[config.mk]
export PLATFORM = sky130hd
export DESIGN_NAME = msb_first_bit_packer
export DESIGN_NICKNAME = d
export VERILOG_FILES = /design/src/rtl/core/mfbp_pkg.sv /design/src/rtl/core/mfbp_datapath.sv /design/src/rtl/core/mfbp_ctrl.sv /design/src/rtl/core/msb_first_bit_packer.sv
export VERILOG_INCLUDE_DIRS = /design/src /design/src/rtl/core
export SDC_FILE = /design/constraint.sdc
export NUM_CORES = 1
export LEC_CHECK = 0
export ABC_AREA = 1
export BUFFER_PORTS_ARGS = -buffer_cell sky130_fd_sc_hd__buf_2
export CAP_MARGIN = 40
export CORE_ASPECT_RATIO = 0.6
export CORE_MARGIN = 2
export CORE_UTILIZATION = 52
export DETAILED_ROUTE_END_ITERATION = 6
export GPL_TIMING_DRIVEN = 0
export MAX_ROUTING_LAYER = met4
export PLACE_DENSITY = 0.66
export SYNTH_ARGS = -nofsm -noshare
export SYNTH_HDL_FRONTEND = slang
export SYNTH_HIERARCHICAL = 1
export SYNTH_SLANG_ARGS = --single-unit
[constraint.sdc]
create_clock -name clk -period 4.2 [get_ports clk]
set_clock_uncertainty 0.1 [all_clocks]
set_input_delay 0.21 -clock clk [delete_from_list [all_inputs] [get_ports clk]]
set_output_delay 0.21 -clock clk [all_outputs]
set_load 0.01 [all_outputs]
[src/rtl/core/msb_first_bit_packer_defines.svh]
// ----------------------------------------------------------------------------
// msb_first_bit_packer_defines.svh
// Assertion macros for the bit packer RTL.
// ----------------------------------------------------------------------------
`ifndef MSB_FIRST_BIT_PACKER_DEFINES_SVH
`define MSB_FIRST_BIT_PACKER_DEFINES_SVH

// same-cycle implication, sampled on clk, off during reset
`define MFBP_ASSERT_SAME(label, ante, cons, msg) \
    label: assert property (@(posedge clk) disable iff (!rst_n) (ante) |-> (cons)) \
        else $error(msg);

// next-cycle implication, sampled on clk, off during reset
`define MFBP_ASSERT_NEXT(label, ante, cons, msg) \
    label: assert property (@(posedge clk) disable iff (!rst_n) (ante) |=> (cons)) \
        else $error(msg);

`endif

[src/rtl/core/mfbp_pkg.sv]
// ----------------------------------------------------------------------------
// mfbp_pkg
// Constants, codes and controller/datapath interface types of the bit packer.
// ----------------------------------------------------------------------------
package mfbp_pkg;

    localparam int MAX_FIELD_BITS = 64;
    localparam int BYTE_BITS      = 8;
    localparam int VALUE_W        = 64;
    localparam int LEN_W          = 7;
    localparam int OP_W           = 2;
    localparam int ACC_W          = MAX_FIELD_BITS + BYTE_BITS;
    localparam int PEND_W         = BYTE_BITS - 1;
    localparam int PC_W           = $clog2(BYTE_BITS);
    localparam int MAX_BYTES      = (MAX_FIELD_BITS + BYTE_BITS - 1) / BYTE_BITS;
    localparam int CNT_W          = $clog2(MAX_BYTES + 1);
    localparam int TOT_W          = $clog2(MAX_FIELD_BITS + BYTE_BITS);

    typedef enum logic [OP_W-1:0] {
        OP_PUSH  = 2'd0,
        OP_FLUSH = 2'd1,
        OP_CLEAR = 2'd2
    } op_t;

    typedef enum logic [1:0] {
        ST_IDLE,
        ST_ALIGN,
        ST_EMIT,
        ST_COMMIT
    } state_t;

    typedef struct packed {
        logic capture;
        logic align;
        logic shift;
        logic commit;
    } dp_cmd_t;

    typedef struct packed {
        logic has_bytes;
        logic last_byte;
    } dp_status_t;

endpackage

[src/rtl/core/mfbp_datapath.sv]
// ----------------------------------------------------------------------------
// mfbp_datapath
// Request capture, bit stream alignment, byte shift-out and pending bits.
// ----------------------------------------------------------------------------
module mfbp_datapath
(
    input  logic                          clk,
    input  logic                          rst_n,
    input  mfbp_pkg::dp_cmd_t             cmd,
    output mfbp_pkg::dp_status_t          status,
    input  logic [mfbp_pkg::OP_W-1:0]     op,
    input  logic [mfbp_pkg::VALUE_W-1:0]  field_value,
    input  logic [mfbp_pkg::LEN_W-1:0]    field_length,
    output logic [mfbp_pkg::BYTE_BITS-1:0] out_byte,
    output logic                          last_of_run
);

    logic [mfbp_pkg::OP_W-1:0]           op_reg;
    logic [mfbp_pkg::MAX_FIELD_BITS-1:0] value_reg;
    logic [mfbp_pkg::LEN_W-1:0]          len_reg;
    logic [mfbp_pkg::ACC_W-1:0]          acc_reg;
    logic [mfbp_pkg::ACC_W-1:0]          acc_next;
    logic [mfbp_pkg::CNT_W-1:0]          count_reg;
    logic [mfbp_pkg::CNT_W-1:0]          count_next;
    logic [mfbp_pkg::PEND_W-1:0]         pend_reg;
    logic [mfbp_pkg::PC_W-1:0]           pc_reg;
    logic [mfbp_pkg::PC_W-1:0]           pc_next;

    logic [mfbp_pkg::LEN_W-1:0]          len_sat;
    logic [mfbp_pkg::MAX_FIELD_BITS-1:0] aligned;
    logic [mfbp_pkg::BYTE_BITS-1:0]      pend_left;
    logic [mfbp_pkg::ACC_W-1:0]          stream;
    logic [mfbp_pkg::TOT_W-1:0]          total;

    assign len_sat = (field_length > mfbp_pkg::LEN_W'(mfbp_pkg::MAX_FIELD_BITS))
                   ? mfbp_pkg::LEN_W'(mfbp_pkg::MAX_FIELD_BITS) : field_length;

    // new bits left-aligned, placed right after the pending bits
    assign aligned   = value_reg << (mfbp_pkg::LEN_W'(mfbp_pkg::MAX_FIELD_BITS) - len_reg);
    assign pend_left = {pend_reg, 1'b0};
    assign stream    = {aligned, mfbp_pkg::BYTE_BITS'(0)} >> pc_reg;
    assign total     = mfbp_pkg::TOT_W'(pc_reg) + mfbp_pkg::TOT_W'(len_reg);

    always_comb
    begin
        acc_next   = {pend_left, mfbp_pkg::MAX_FIELD_BITS'(0)};
        count_next = '0;
        pc_next    = pc_reg;
        unique case (mfbp_pkg::op_t'(op_reg))
            mfbp_pkg::OP_PUSH:
            begin
                acc_next   = {pend_left, mfbp_pkg::MAX_FIELD_BITS'(0)} | stream;
                count_next = mfbp_pkg::CNT_W'(total >> mfbp_pkg::PC_W);
                pc_next    = total[mfbp_pkg::PC_W-1:0];
            end
            mfbp_pkg::OP_FLUSH:
            begin
                count_next = (pc_reg != '0) ? mfbp_pkg::CNT_W'(1) : '0;
                pc_next    = '0;
            end
            mfbp_pkg::OP_CLEAR:
            begin
                acc_next = '0;
                pc_next  = '0;
            end
            default:
            begin
                pc_next = pc_reg;
            end
        endcase
    end

    always_ff @(posedge clk)
    begin
        if (cmd.capture)
        begin
            op_reg    <= op;
            value_reg <= field_value[mfbp_pkg::MAX_FIELD_BITS-1:0];
            len_reg   <= len_sat;
        end
        if (cmd.align)
        begin
            acc_reg <= acc_next;
        end
        else if (cmd.shift)
        begin
            acc_reg <= acc_reg << mfbp_pkg::BYTE_BITS;
        end
    end

    always_ff @(posedge clk or negedge rst_n)
    begin
        if (!rst_n)
        begin
            count_reg <= '0;
            pend_reg  <= '0;
            pc_reg    <= '0;
        end
        else
        begin
            if (cmd.align)
            begin
                count_reg <= count_next;
                pc_reg    <= pc_next;
            end
            else if (cmd.shift)
            begin
                count_reg <= count_reg - mfbp_pkg::CNT_W'(1);
            end
            // leftover bits sit left-aligned at the top once all bytes are out
            if (cmd.commit)
            begin
                pend_reg <= acc_reg[mfbp_pkg::ACC_W-1 -: mfbp_pkg::PEND_W];
            end
        end
    end

    assign out_byte         = acc_reg[mfbp_pkg::ACC_W-1 -: mfbp_pkg::BYTE_BITS];
    assign last_of_run      = (count_reg == mfbp_pkg::CNT_W'(1));
    assign status.has_bytes = (count_reg != '0);
    assign status.last_byte = (count_reg == mfbp_pkg::CNT_W'(1));

endmodule

[src/rtl/core/mfbp_ctrl.sv]
// ----------------------------------------------------------------------------
// mfbp_ctrl
// Sequencer: capture, align, emit bytes, commit pending bits.
// ----------------------------------------------------------------------------
module mfbp_ctrl
(
    input  logic                 clk,
    input  logic                 rst_n,
    input  logic                 in_valid,
    output logic                 in_stall,
    output logic                 out_valid,
    input  logic                 out_stall,
    input  mfbp_pkg::dp_status_t status,
    output mfbp_pkg::dp_cmd_t    cmd
);

    mfbp_pkg::state_t state_reg;
    mfbp_pkg::state_t state_next;

    always_ff @(posedge clk or negedge rst_n)
    begin
        if (!rst_n)
        begin
            state_reg <= mfbp_pkg::ST_IDLE;
        end
        else
        begin
            state_reg <= state_next;
        end
    end

    always_comb
    begin
        state_next  = state_reg;
        cmd         = '0;
        in_stall    = 1'b1;
        out_valid   = 1'b0;
        unique case (state_reg)
            mfbp_pkg::ST_IDLE:
            begin
                in_stall = 1'b0;
                if (in_valid)
                begin
                    cmd.capture = 1'b1;
                    state_next  = mfbp_pkg::ST_ALIGN;
                end
            end
            mfbp_pkg::ST_ALIGN:
            begin
                cmd.align  = 1'b1;
                state_next = mfbp_pkg::ST_EMIT;
            end
            mfbp_pkg::ST_EMIT:
            begin
                if (!status.has_bytes)
                begin
                    state_next = mfbp_pkg::ST_COMMIT;
                end
                else
                begin
                    out_valid = 1'b1;
                    if (!out_stall)
                    begin
                        cmd.shift = 1'b1;
                        if (status.last_byte)
                        begin
                            state_next = mfbp_pkg::ST_COMMIT;
                        end
                    end
                end
            end
            mfbp_pkg::ST_COMMIT:
            begin
                cmd.commit = 1'b1;
                state_next = mfbp_pkg::ST_IDLE;
            end
            default:
            begin
                state_next = mfbp_pkg::ST_IDLE;
            end
        endcase
    end

endmodule

[src/rtl/core/msb_first_bit_packer.sv]
// ----------------------------------------------------------------------------
// msb_first_bit_packer
// Packs variable-length bit fields MSB first into a byte stream.
// ----------------------------------------------------------------------------
// One request at a time. A push appends the low field_length bits (capped at
// 64) after the pending bits and sends every completed byte, one per cycle
// while out_stall is low, with last_of_run on the final one; a flush sends
// the pending bits padded with zeros on the right; a clear drops them. A
// request is captured, aligned into the 72-bit accumulator, emits its bytes
// from the top of it and commits the pending bits before the next is taken.
module msb_first_bit_packer
(
    input  logic                          clk,
    input  logic                          rst_n,
    input  logic                          in_valid,
    output logic                          in_stall,
    input  logic [mfbp_pkg::OP_W-1:0]     op,
    input  logic [mfbp_pkg::VALUE_W-1:0]  field_value,
    input  logic [mfbp_pkg::LEN_W-1:0]    field_length,
    output logic                          out_valid,
    input  logic                          out_stall,
    output logic [mfbp_pkg::BYTE_BITS-1:0] out_byte,
    output logic                          last_of_run
);

    `include "msb_first_bit_packer_defines.svh"

    mfbp_pkg::dp_cmd_t    cmd;
    mfbp_pkg::dp_status_t status;

    mfbp_ctrl u_ctrl
    (
        .clk       (clk),
        .rst_n     (rst_n),
        .in_valid  (in_valid),
        .in_stall  (in_stall),
        .out_valid (out_valid),
        .out_stall (out_stall),
        .status    (status),
        .cmd       (cmd)
    );

    mfbp_datapath u_datapath
    (
        .clk          (clk),
        .rst_n        (rst_n),
        .cmd          (cmd),
        .status       (status),
        .op           (op),
        .field_value  (field_value),
        .field_length (field_length),
        .out_byte     (out_byte),
        .last_of_run  (last_of_run)
    );

    `MFBP_ASSERT_SAME(a_no_request_while_emitting, out_valid, in_stall, "request taken during emit")
    `MFBP_ASSERT_NEXT(a_last_ends_run, out_valid && !out_stall && last_of_run, !out_valid, "byte after last of run")
    `MFBP_ASSERT_NEXT(a_request_then_busy, in_valid && !in_stall, in_stall && !out_valid, "no alignment cycle after request")

endmodule
== After elaboration in Yosys (flattened, before gate mapping) ==
Index checks and enable logic that the tools add are counted.

* Register bits: 161
* Input bits: 77
* Output and inout bits: 11
* Word-level logic and storage cells: 56

* $add $sub $neg: 3
* $lt $le $gt $ge: 1
* Eq/ne operators: 9
* Shift-type cells: 2
* Mux-type cells: 23
* Bitwise operators: 1
* Reductions and logical operators: 9

{| class="wikitable"
|+ Operator list
! cell !! number
|-
| $mux W72 || 2
|-
| $pmux W72 S2 || 1
|-
| $or A72 B72 Y72 || 1
|-
| $shr A72 B3 Y72 || 1
|-
| $shl A64 B7 Y64 || 1
|-
| $mux W1 || 11
|-
| $mux W2 || 4
|-
| $mux W4 || 2
|-
| $pmux W2 S4 || 1
|-
| $pmux W4 S2 || 1
|-
| $add A3 B7 Y7 || 1
|-
| $gt A7 B7 Y1 const B || 1
|-
| $sub A7 B7 Y7 const A || 1
|-
| $eq A2 B2 Y1 const B || 3
|-
| $ne A3 B3 Y1 const B || 2
|-
| $pmux W3 S2 || 1
|-
| $eq A2 B1 Y1 const B || 2
|-
| $eq A4 B1 Y1 const B || 1
|-
| $logic_not A2 Y1 || 2
|-
| $reduce_bool A2 Y1 || 2
|-
| $reduce_bool A4 Y1 || 1
|-
| $sub A4 B1 Y4 const B || 1
|-
| $reduce_and A3 Y1 || 1
|-
| $reduce_bool A3 Y1 || 1
|-
| other kinds (3) || 3
|}

== Depth between registers and ports, before layout ==
Gate-level depths: netlist of the first run.

* Depth in word-level cells: 6
* Gate-level depth with buffers: 20
* Mapped depth without buffers: 17

== Hierarchy ==
The synthesis of the first run kept the hierarchy.

{| class="wikitable"
|+ Modules (own cells, without submodules)
! module !! times used !! cells an instance !! area each (um^2) !! sequential area each (um^2)
|-
| mfbp_datapath || 1 || 1751 || 12270.5 || 4674.5
|-
| mfbp_ctrl || 1 || 32 || 224.0 || 50.0
|}

== Worst setup path after synthesis of the first run ==
Ideal clock, no wire load.

* Path type: register to register
* Start point: reg u_ctrl.state_reg[1]
* End point: reg u_datapath/count_reg[0] (netlist bit)
* Library setup time: 0.115 ns
* Arrival time: 2.798 ns
* Data required time: 3.985 ns
* Setup slack: 1.188 ns
* Stages on the path, launching flop included: 8
* Path buffers: 1
* Period minus slack after synthesis: 3.012 ns
* Cells stage by stage: dfrtp_1 inv_1 ha_1 clkbuf_1 nor2_1 inv_1 o211ai_1 o21ai_0

{| class="wikitable"
|+ RTL lines
! what !! RTL line !! RTL
|-
| start: declaration || mfbp_ctrl.sv:17 || <nowiki>mfbp_pkg::state_t state_reg;</nowiki>
|-
| start signal: assignment || mfbp_ctrl.sv:24 || <nowiki>state_reg <= mfbp_pkg::ST_IDLE;</nowiki>
|-
| start signal: assignment || mfbp_ctrl.sv:28 || <nowiki>state_reg <= state_next;</nowiki>
|-
| end signal: assignment || mfbp_datapath.sv:103 || <nowiki>count_reg <= count_next;</nowiki>
|-
| end signal: assignment || mfbp_datapath.sv:108 || <nowiki>count_reg <= count_reg - mfbp_pkg::CNT_W'(1);</nowiki>
|-
| end: declaration || mfbp_datapath.sv:23 || <nowiki>logic [mfbp_pkg::CNT_W-1:0] count_reg;</nowiki>
|}

== Final worst setup path of the first run ==
* Start point: reg u_datapath/len_reg[0] (netlist bit)
* End point: reg u_datapath/acc_reg[61] (netlist bit), data pin

* Longest elaborated chain between the ends: 6

{| class="wikitable"
|+ Ends and longest elaborated chain
! what !! RTL line !! RTL
|-
| start: declaration || mfbp_datapath.sv:20 || <nowiki>logic [mfbp_pkg::LEN_W-1:0] len_reg;</nowiki>
|-
| start signal: assignment || mfbp_datapath.sv:79 || <nowiki>len_reg <= len_sat;</nowiki>
|-
| $sub A7 B7 Y7 || mfbp_datapath.sv:39 || <nowiki>assign aligned = value_reg << (mfbp_pkg::LEN_W'(mfbp_pkg::MAX_FIELD_BITS) - len_reg);</nowiki>
|-
| $shl A64 B7 Y64 || mfbp_datapath.sv:39 ||
|-
| $shr A72 B3 Y72 || mfbp_datapath.sv:41 || <nowiki>assign stream = {aligned, mfbp_pkg::BYTE_BITS'(0)} >> pc_reg;</nowiki>
|-
| $or A72 B72 Y72 || mfbp_datapath.sv:52 || <nowiki>acc_next = {pend_left, mfbp_pkg::MAX_FIELD_BITS'(0)} | stream;</nowiki>
|-
| $pmux W72 S2 || mfbp_datapath.sv:49 || <nowiki>unique case (mfbp_pkg::op_t'(op_reg))</nowiki>
|-
| $mux W72 || mfbp_datapath.sv:81 || <nowiki>if (cmd.align)</nowiki>
|-
| end signal: assignment || mfbp_datapath.sv:83 || <nowiki>acc_reg <= acc_next;</nowiki>
|-
| end signal: assignment || mfbp_datapath.sv:87 || <nowiki>acc_reg <= acc_reg << mfbp_pkg::BYTE_BITS;</nowiki>
|-
| end: declaration || mfbp_datapath.sv:21 || <nowiki>logic [mfbp_pkg::ACC_W-1:0] acc_reg;</nowiki>
|}

Every way passes these cells.
A chain may end at the register's enable or synchronous reset.

==> results of run 1 <==
==> per-layer routing <==
layer  vias up  global-route usage [%]  part of all wire (%)
li1       6574                       -                     -
met1      7016                    65.1                    40
met3       202                    22.0                    19
met5         -                       -                     0
met2      1500                    61.6                    38
met4         0                    10.6                   2.3
==> power groups by stage <==
stage                     Combinational (mW)  Sequential (mW)  Clock, mW
after floorplan                         4.25             2.81          0
after global placement                  6.36             2.90          0
after detailed placement                6.52             2.89          0
after CTS                               6.61             2.86       1.60
after global routing                    7.52             2.93       1.67
final                                   7.21             2.90       1.61
==> how the worst max path moves through the flow <==
stage                                         from                             endpoint  cells after the start
3_5_place_dp   u_datapath/len_reg[0]$_SDFFCE_PN0P_     u_datapath/acc_reg[61]$_DFFE_PP_                     19
3_3_place_gp   u_datapath/len_reg[0]$_SDFFCE_PN0P_     u_datapath/acc_reg[61]$_DFFE_PP_                     19
6_report       u_datapath/len_reg[0]$_SDFFCE_PN0P_     u_datapath/acc_reg[61]$_DFFE_PP_                     18
4_1_cts        u_datapath/len_reg[0]$_SDFFCE_PN0P_     u_datapath/acc_reg[61]$_DFFE_PP_                     18
5_1_grt        u_datapath/len_reg[0]$_SDFFCE_PN0P_     u_datapath/acc_reg[61]$_DFFE_PP_                     18
2_1_floorplan      u_ctrl/state_reg[1]$_DFFE_PN0P_  u_datapath/count_reg[0]$_DFFE_PN0P_                      7
==> worst max-delay path, delay by kind of cell (launching register included) <==
family | cells | cell delay, ns
buffers and inverters | 6 | 1.13
adder cells (fa/ha/maj) | 1 | 0.28
flip-flops | 1 | 0.47
AND/OR/NAND/NOR | 11 | 1.93
==> area by class of cell <==
class | count | area, um^2
Buffer | 137 | 785
Clock buffer | 21 | 472
Clock inverter | 11 | 115
Fill cell | 2044 | 8640
Inverter | 56 | 218
Multi-Input combinational cell | 1429 | 6780
Sequential cell | 160 | 4720
Tap cell | 315 | 394
Timing Repair Buffer | 163 | 1220
==> cell usage after synthesis (2+ instances only) <==
library cell and n:
nand4_1 32, buf_6 13, nand2_1 546, o21ai_0 19, inv_1 48, edfxtp_1 144
a31oi_1 2, or2_2 2, or2_1 2, buf_1 9, ha_1 17, nor3_1 2
and2_1 8, inv_2 6, nand3_1 679, a22oi_1 4, nor2_2 3, clkbuf_1 44
xor2_1 5, buf_4 32, mux2_2 4, dfrtp_1 16, a21oi_1 16, o21ai_1 23
o211ai_1 11, buf_2 40, a21oi_2 2, nand2_2 2, inv_4 2, nor2_1 37
==> logic make-up after synthesis <==
family          Yosys count
simple gates           1318
buf+inv                 194
flops                   160
compound gates           82
fa+ha+maj                18
xor+xnor                  6
mux                       5
==> through the flow <==
| step | area [um^2] | hold WS (ns) | worst slack (ns) | TNS, ns |
|---|---|---|---|---|
| 3_5_place_dp | 13400 | 0.0463 | -0.00965 | -0.00965 |
| 5_1_grt | 14700 | 0.108 | 0.00383 | 0 |
| 3_3_place_gp | 13300 | 0.0411 | 0.0197 | 0 |
| 4_1_cts | 14700 | 0.0665 | 0.279 | 0 |
| 6_report | 14700 | 0.105 | -0.0432 | -0.0432 |
| 2_1_floorplan | 12500 | -0.186 | 1.19 | 0 |
==> repair_timing <==
| action | in CTS | in global routing |
|---|---|---|
| hold buffers | 74 | 0 |
| endpoints found under the setup margin | 1 | 4 |
| hold endpoints to repair | 89 | 0 |
| resized for setup | 0 | 5 |
| setup buffers | 0 | 0 |
==> flow_summary.json, run 1 <==
{
  "status": "complete, but fails checks",
  "violations": "design-rule violations, negative setup slack",
  "seq_area_frac_synth_pct": 37.8,
  "synth_compound_area_share_pct": 3.80,
  "slew_headroom_pct": 42.3,
  "fmax_mhz": 236,
  "dieArea_mm2": 0.0253,
  "cp-start-kind": "flip-flop",
  "cp_max_fo": 19,
  "final_common_cell": "nand3_1",
  "crit_arrival_ns": 4.29,
  "end_kind": "flip-flop",
  "routed_wl_mm": 57.3,
  "synth.top_cell.area_share_pct": 34.6,
  "syn_area_mm2": 0.0125,
  "ir_worst_vdd_mv": 0.688,
  "hold_end": "u_ctrl/state_reg[1]$_DFFE_PN0P_",
  "ys_warn_count": 6,
  "numPortBuffers": 87,
  "synth.distinct_cells": 43,
  "net-switching-power_mw": 6.30,
  "finalSetupViolCount": 1,
  "cell_internal_pwr_mw": 5.42,
  "netlist_instances": 1783,
  "clock_sinks": 160,
  "final_cell_mix": "678 x nand3_1, 546 x nand2_1, 144 x edfxtp_1",
  "via_count": 15300,
  "sw_frac_of_total_pct": 53.8,
  "synthAdderAreaFrac_pct": 1.86,
  "drt_first_pass_iters": 7,
  "synth-xor-area-share_pct": 0.481,
  "hold_path.class": "input port to flip-flop",
  "crit_required_ns": 4.24,
  "power_density_mw_per_mm2": 797,
  "synth_top_family_by_area": "simple AND/OR/NAND/NOR gates",
  "cts_max_path_buffers": 2,
  "worst_pin_slew_ns": 0.866,
  "areaGrowthSynthToFinish_pct": 17.7,
  "min_from": "in_valid",
  "cts_root_buf": "clkbuf_16",
  "r2r_cells": 18,
  "synthMuxAreaShare_pct": 0.441,
  "finalCriticalPeriod_ns": 4.24,
  "drive_gt1_share_pct": 11.8,
  "timing.rr.start": "u_datapath/len_reg[0]$_SDFFCE_PN0P_",
  "cts_htree_levels": 4,
  "avgRoutedWirePerCell_um": 25.0,
  "clk_pin_slew_worst_paths_ns": 0.07,
  "fin_cells": 2292,
  "dieWidth_um": 204,
  "syn_avg_cell_area_um2": 7.01,
  "clk_latency_ns": 0.46,
  "largest_register_ff_count": 71,
  "die_y_um": 124,
  "grt.overflow.total": 0,
  "final_core_util_pct": 63.0,
  "fin_nets": 2059,
  "setup_ws_ns": -0.0432,
  "pwr-share-comb_pct": 61.5,
  "synthArstFlopShare_pct": 10.0,
  "core_area_mm2": 0.0233,
  "r2r_slack_ns": -0.04,
  "synth_area_leaders": "edfxtp_1 35%, nand3_1 27%, nand2_1 16%",
  "drcViolationCount": 5,
  "grt_pass1_wl_mm": 84.6,
  "seq_power_share_pct": 24.7,
  "synthSimpleGateAreaFrac_pct": 47.6,
  "drtIter0Drc": 3349,
  "slowest_delay_ns": 0.47,
  "num_antenna_cells": 0,
  "synth_top_flop_cell": "edfxtp_1",
  "routed_via_density": 6.67,
  "post-route-period-util_pct": 101,
  "grt_pass1_vias": 14000,
  "grt_max_degree": 72,
  "gr-usage-all-layers_pct": 47.1,
  "rr_endpoint": "u_datapath/acc_reg[61]$_DFFE_PP_",
  "place_inst": 2187,
  "antenna_found_initial": 0,
  "final_antenna_net_count": 0,
  "power.total_mw": 11.7,
  "cp_cell_sequence": "inv_2, buf_6, ha_1, buf_4, inv_2, buf_6, clkbuf_4, nand3_1, nand3_1, nand2_1, nand2_1, nand3_1, nand3_1, nand3_1, nand3_1, nand2_1, nand2_1, nand3_2",
  "cts_tree": "built",
  "syn_nets": 1878,
  "synth_edf_count": 144,
  "hold_viol": 0,
  "worstSetupPathType": "flip-flop to flip-flop",
  "slew_violations": 0,
  "yosysTopAreaCell": "edfxtp_1",
  "maxCapViolCount": 0,
  "hpwlAfterDp_mm": 43.0,
  "min_delay_path_depth": 5,
  "slowest_stage": "edfxtp_1",
  "cpMostUsedCell": "nand3_1",
  "place_congestion": 1.08,
  "power_leakage_nw": 6.44,
  "cts_buffers": 17,
  "start_util_pct": 53.5,
  "p_clk_share_pct": 13.8,
  "row_count": 43,
  "rsz0062_at_grt": "false",
  "io-pin-count": 88,
  "yosys_register_bits": 160
}
Note: power is estimated with default switching activity, not from simulation.
==> inputs of run 2 (changes only) <==
Settings changed: SETUP_SLACK_MARGIN from default to 0.2.
==> flow_summary.json, run 2 (synthesis results as in run 1) <==
{
  "slew_headroom_pct": 43.5,
  "crit_required_ns": 4.24,
  "place_congestion": 1.08,
  "rr_endpoint": "u_datapath/acc_reg[61]$_DFFE_PP_",
  "fmax_mhz": 247,
  "start_util_pct": 53.5,
  "cell_internal_pwr_mw": 5.46,
  "finalCriticalPeriod_ns": 4.05,
  "fin_nets": 2062,
  "grt_max_degree": 72,
  "place_area_mm2": 0.0134,
  "largest_register_ff_count": 71,
  "power_leakage_nw": 6.49,
  "drtIter0Drc": 3446,
  "hold_viol": 0,
  "io-pin-count": 88,
  "final_antenna_net_count": 0,
  "drcViolationCount": 18,
  "antenna_found_initial": 0,
  "num_antenna_cells": 0,
  "crit_arrival_ns": 4.09,
  "cts_max_path_buffers": 2,
  "timing.rr.start": "u_datapath/len_reg[0]$_SDFFCE_PN0P_",
  "pwr-share-comb_pct": 61.8,
  "cts_tree": "built",
  "regArea_mm2": 0.00472,
  "cts_htree_levels": 4,
  "avgRoutedWirePerCell_um": 25.1,
  "final_common_cell": "nand3_1",
  "slew_violations": 0,
  "worstSetupPathType": "flip-flop to flip-flop",
  "hold_path.class": "input port to asynchronous set/reset pin",
  "clk_latency_ns": 0.46,
  "clk_pin_slew_worst_paths_ns": 0.07,
  "cts_root_buf": "clkbuf_16",
  "r2r_slack_ns": 0.15,
  "fin_tns_setup_ns": 0,
  "post-route-period-util_pct": 96.4,
  "rsz0062_at_grt": "false",
  "dp_slack_ns": -0.00965,
  "fillers": 2029,
  "power_density_mw_per_mm2": 795,
  "final_cell_mix": "665 x nand3_1, 541 x nand2_1, 144 x edfxtp_1",
  "whs_ns": 0.0934,
  "end_kind": "flip-flop",
  "drt_first_pass_iters": 7,
  "drive_gt1_share_pct": 12.9,
  "clock_sinks": 160,
  "seq_power_share_pct": 24.5,
  "die_y_um": 124,
  "multi_input_area_mm2": 0.00688,
  "dieWidth_um": 204,
  "cp_max_fo": 10,
  "hpwlAfterDp_mm": 43.0,
  "routed_wl_mm": 57.7,
  "design_area_mm2": 0.0148,
  "areaGrowthSynthToFinish_pct": 18.8,
  "ir_worst_vdd_mv": 0.633,
  "routed_via_density": 6.70,
  "gr-usage-all-layers_pct": 47.2,
  "final_core_util_pct": 63.6,
  "grt.overflow.total": 0,
  "startpoint": "u_datapath/len_reg[0]$_SDFFCE_PN0P_",
  "grt_pass1_vias": 14000,
  "setup_ws_ns": 0.152,
  "via_count": 15400,
  "finalSetupViolCount": 0,
  "endpoint": "u_datapath/acc_reg[61]$_DFFE_PP_",
  "net-switching-power_mw": 6.34,
  "row_count": 43,
  "cp-start-kind": "flip-flop",
  "grt_pass1_wl_mm": 84.7,
  "numPortBuffers": 87,
  "core_area_mm2": 0.0233,
  "p_clk_share_pct": 13.6,
  "cts_buffers": 17,
  "violations": "design-rule violations",
  "maxCapViolCount": 0,
  "worst_pin_slew_ns": 0.848,
  "r2r_cells": 19,
  "status": "complete, but fails checks",
  "dieArea_mm2": 0.0253,
  "sw_frac_of_total_pct": 53.8
}
[run 2: cell count changes in the layout (fill, tap and decap cells not counted), sizes merged]
cell    previous run  this run
buf              181       185
clkbuf            66        65
[run 2: power by group through the flow]
stage | Clock, mW | Combinational [mW] | Sequential (mW)
finish | 1.61 | 7.30 | 2.89
global route | 1.67 | 7.62 | 2.93
CTS | 1.60 | 6.62 | 2.86
detailed placement | 0 | 6.52 | 2.89
global placement | 0 | 6.36 | 2.90
floorplan | 0 | 4.25 | 2.81
[run 2: area by class of cell]
type	instances	area share (%)
multi-input combinational	1429	46.4
sequential	160	31.8
timing repair buffer	165	8.35
buffer	138	5.36
clock buffer	21	3.18
tap	315	2.66
inverter	56	1.47
clock inverter	11	0.776
[run 2: metrics by stage]
stage	total power [mW]	cells
after floorplan	7.06	1783
after global placement	9.26	2185
after detailed placement	9.40	2187
after CTS	11.1	2293
after global routing	12.2	2295
final	11.8	2295
[run 2: worst min path at each step]
stage / start / to / slack (ns) / cells after the start
2_1_floorplan: rst_n / u_ctrl/state_reg[0]$_DFFE_PN0P_ / -0.19 / 0
5_1_grt: out_stall / u_ctrl/state_reg[1]$_DFFE_PN0P_ / 0.12 / 4
4_1_cts: out_stall / u_ctrl/state_reg[0]$_DFFE_PN0P_ / 0.07 / 4
6_report: rst_n / u_datapath/count_reg[1]$_DFFE_PN0P_ / 0.09 / 2
3_3_place_gp: rst_n / u_ctrl/state_reg[1]$_DFFE_PN0P_ / 0.04 / 1
3_5_place_dp: rst_n / u_datapath/pend_reg[0]$_DFFE_PN0P_ / 0.05 / 1
[run 2: layer usage]
layer | wire length [um] | track usage, %
met1 | 22900 | 65.1
met2 | 22000 | 61.8
met3 | 11400 | 22.0
met4 | 1430 | 11.2
met5 | 0 | -
[run 2: critical path, stage by stage, from the launching register on]
cell and delay, ns:
edfxtp_1 0.45, inv_2 0.13, buf_6 0.19, buf_6 0.21
ha_1 0.27, buf_4 0.19, inv_2 0.09, buf_6 0.18
buf_4 0.26, nand3_1 0.15, nand3_1 0.13, nand2_1 0.10
nand2_1 0.08, nand3_1 0.16, nand3_2 0.19, nand3_2 0.18
nand3_1 0.16, nand2_2 0.15, nand2_1 0.12, nand3_2 0.22
[run 2: what timing repair did]
action | 4_1_cts | 5_1_grt
hold buffers | 74 | 0
hold endpoints to repair | 89 | 0
resized for setup | 3 | 25
buffers inserted | 0 | 2
pin swaps | 0 | 0
setup endpoints to repair | 5 | 23
==> inputs of run 3 (changes only) <==
Settings changed: REMOVE_ABC_BUFFERS from default to 1.
Clock period 4.2 ns to 4.5 ns, I/O delays scaled along.
==> flow_summary.json, run 3 (synthesis results as in run 1) <==
{
  "status": "finished, final reports clean",
  "gr-usage-met2_pct": 47.9,
  "crit_required_ns": 4.61,
  "dieWidth_um": 204,
  "worstSetupPathType": "flip-flop to flip-flop",
  "crit_arrival_ns": 4.03,
  "cts_tree": "built",
  "fin_nets": 1940,
  "setup_ws_ns": 0.580,
  "core_area_mm2": 0.0233,
  "cts_htree_levels": 4,
  "gr-usage-met3_pct": 7.35,
  "antenna_found_initial": 0,
  "row_count": 43,
  "fin_tns_setup_ns": 0,
  "p_clk_share_pct": 15.4,
  "worst_pin_slew_ns": 0.899,
  "power_leakage_nw": 6.13,
  "power_density_mw_per_mm2": 674,
  "slew_headroom_pct": 40.0,
  "clock_sinks": 160,
  "seq_power_share_pct": 28.0,
  "routed_via_density": 6.06,
  "grt_pass1_vias": 11600,
  "cp_max_fo": 47,
  "net-switching-power_mw": 4.72,
  "cp-start-kind": "flip-flop",
  "hold_viol": 0,
  "cts_root_buf": "clkbuf_16",
  "cts_max_path_buffers": 2,
  "grtUsageMet1_pct": 48.9,
  "min_delay_path_depth": 3,
  "num_antenna_cells": 0,
  "grt_max_degree": 82,
  "cpMostUsedCell": "nand3_1",
  "dieArea_mm2": 0.0253,
  "crit_cells": 16,
  "sw_frac_of_total_pct": 48.8,
  "start_util_pct": 53.5,
  "end_kind": "flip-flop",
  "fmax_mhz": 255,
  "areaGrowthSynthToFinish_pct": 14.9,
  "die_y_um": 124,
  "slowest_delay_ns": 0.46,
  "hold_path.class": "input port to flip-flop",
  "dp_slack_ns": -0.0281,
  "final_cell_mix": "679 x nand3_1, 546 x nand2_1, 144 x edfxtp_1",
  "whs_ns": 0.0329,
  "via_count": 13200,
  "grt.overflow.total": 0,
  "finalCriticalPeriod_ns": 3.92,
  "r2r_cells": 16,
  "cp_cell_sequence": "clkinv_2, ha_4, buf_12, inv_2, buf_12, nand3_1, nand3_1, nand3_1, nand2_1, nand2_1, nand3_1, nand3_1, nand3_1, nand3_1, nand3_1, nand2_1",
  "drt_first_pass_iters": 6,
  "drtIter0Drc": 2000,
  "clk_latency_ns": 0.46,
  "io-pin-count": 88,
  "final_antenna_net_count": 0,
  "maxCapViolCount": 0,
  "hpwlAfterDp_mm": 28.5,
  "pwr-share-comb_pct": 56.7,
  "crit_buf_inv": 4,
  "routed_wl_mm": 40.3,
  "rsz0062_at_grt": "false",
  "gr-usage-all-layers_pct": 33.7,
  "drcViolationCount": 0,
  "grt-busiest-layer": "met1",
  "ir_worst_vdd_mv": 0.297,
  "largest_register_ff_count": 71,
  "drive_gt1_share_pct": 9.31,
  "cell_internal_pwr_mw": 4.95,
  "grt_pass1_wl_mm": 63.9,
  "numPortBuffers": 87,
  "slew_violations": 0,
  "post-route-period-util_pct": 87.1,
  "cts_buffers": 17,
  "finalSetupViolCount": 0,
  "clk_pin_slew_worst_paths_ns": 0.07,
  "place_congestion": 0.976,
  "cpLargestDelayFamily": "simple AND/OR/NAND/NOR gates",
  "slowest_stage": "edfxtp_1",
  "avgRoutedWirePerCell_um": 18.6,
  "final_common_cell": "nand3_1"
}
[run 3: path summary, 6_finish.rpt]
check,start,to,slack [ns]
setup reg to reg,u_datapath/len_reg[0]$_SDFFCE_PN0P_,u_datapath/acc_reg[63]$_DFFE_PP_,0.58
min in group asynchronous,rst_n,u_datapath/pend_reg[6]$_DFFE_PN0P_,0.11
hold reg to reg,u_datapath/acc_reg[67]$_DFFE_PP_,u_datapath/pend_reg[2]$_DFFE_PN0P_,0.41
hold / removal,field_length[4],u_datapath/len_reg[4]$_SDFFCE_PN0P_,0.03
setup / recovery,u_datapath/len_reg[0]$_SDFFCE_PN0P_,u_datapath/acc_reg[63]$_DFFE_PP_,0.58
max in group asynchronous,rst_n,u_datapath/pc_reg[0]$_DFFE_PN0P_,3.91
[run 3: worst min-delay path, delay by kind of cell]
kind,cells,cell delay [ns]
buffers and inverters,2,0.16
and+or+nand+nor,1,0.04
[run 3: through the flow]
stage / power (mW) / area [um^2] / utilization, % / cells
floorplan: 6.25 / 11700 / - / 1645
global placement: 7.72 / 12500 / 53.7 / 2047
detailed placement: 7.98 / 13000 / 55.7 / 2067
CTS: 9.53 / 14300 / 61.4 / 2173
global route: 10.4 / 14400 / 61.5 / 2173
finish: 9.67 / 14400 / 61.5 / 2173
[run 3: repair_timing]
action	4_1_cts	5_1_grt
setup endpoints to repair	41	16
gates resized for setup	0	3
hold buffers	73	0
setup buffers	1	0
hold endpoints to repair	88	0
[run 3: metal layers]
layer	wire (um)	vias up	part of all wire (%)
met4	560	0	1.4
met1	18800	6140	47
li1	-	6338	-
met2	17200	636	43
met5	0	-	0
met3	3830	44	9.5
[run 3: power by group through the flow]
stage                     sequential, mW  clock [mW]  combinational (mW)
final                               2.70        1.49                5.48
after global routing                2.76        1.57                6.07
after CTS                           2.69        1.50                5.34
after detailed placement            2.73           0                5.26
after global placement              2.88           0                4.84
after floorplan                     2.76           0                3.49
[run 3: layout make-up]
cell class	count	area (um^2)
clock buffers	18	429
clock inverters	14	158
fillers	2177	9000
inverters	56	224
multi-input cells	1429	6810
flip-flops and latches	160	4730
well taps	315	394
repair buffers	181	1610
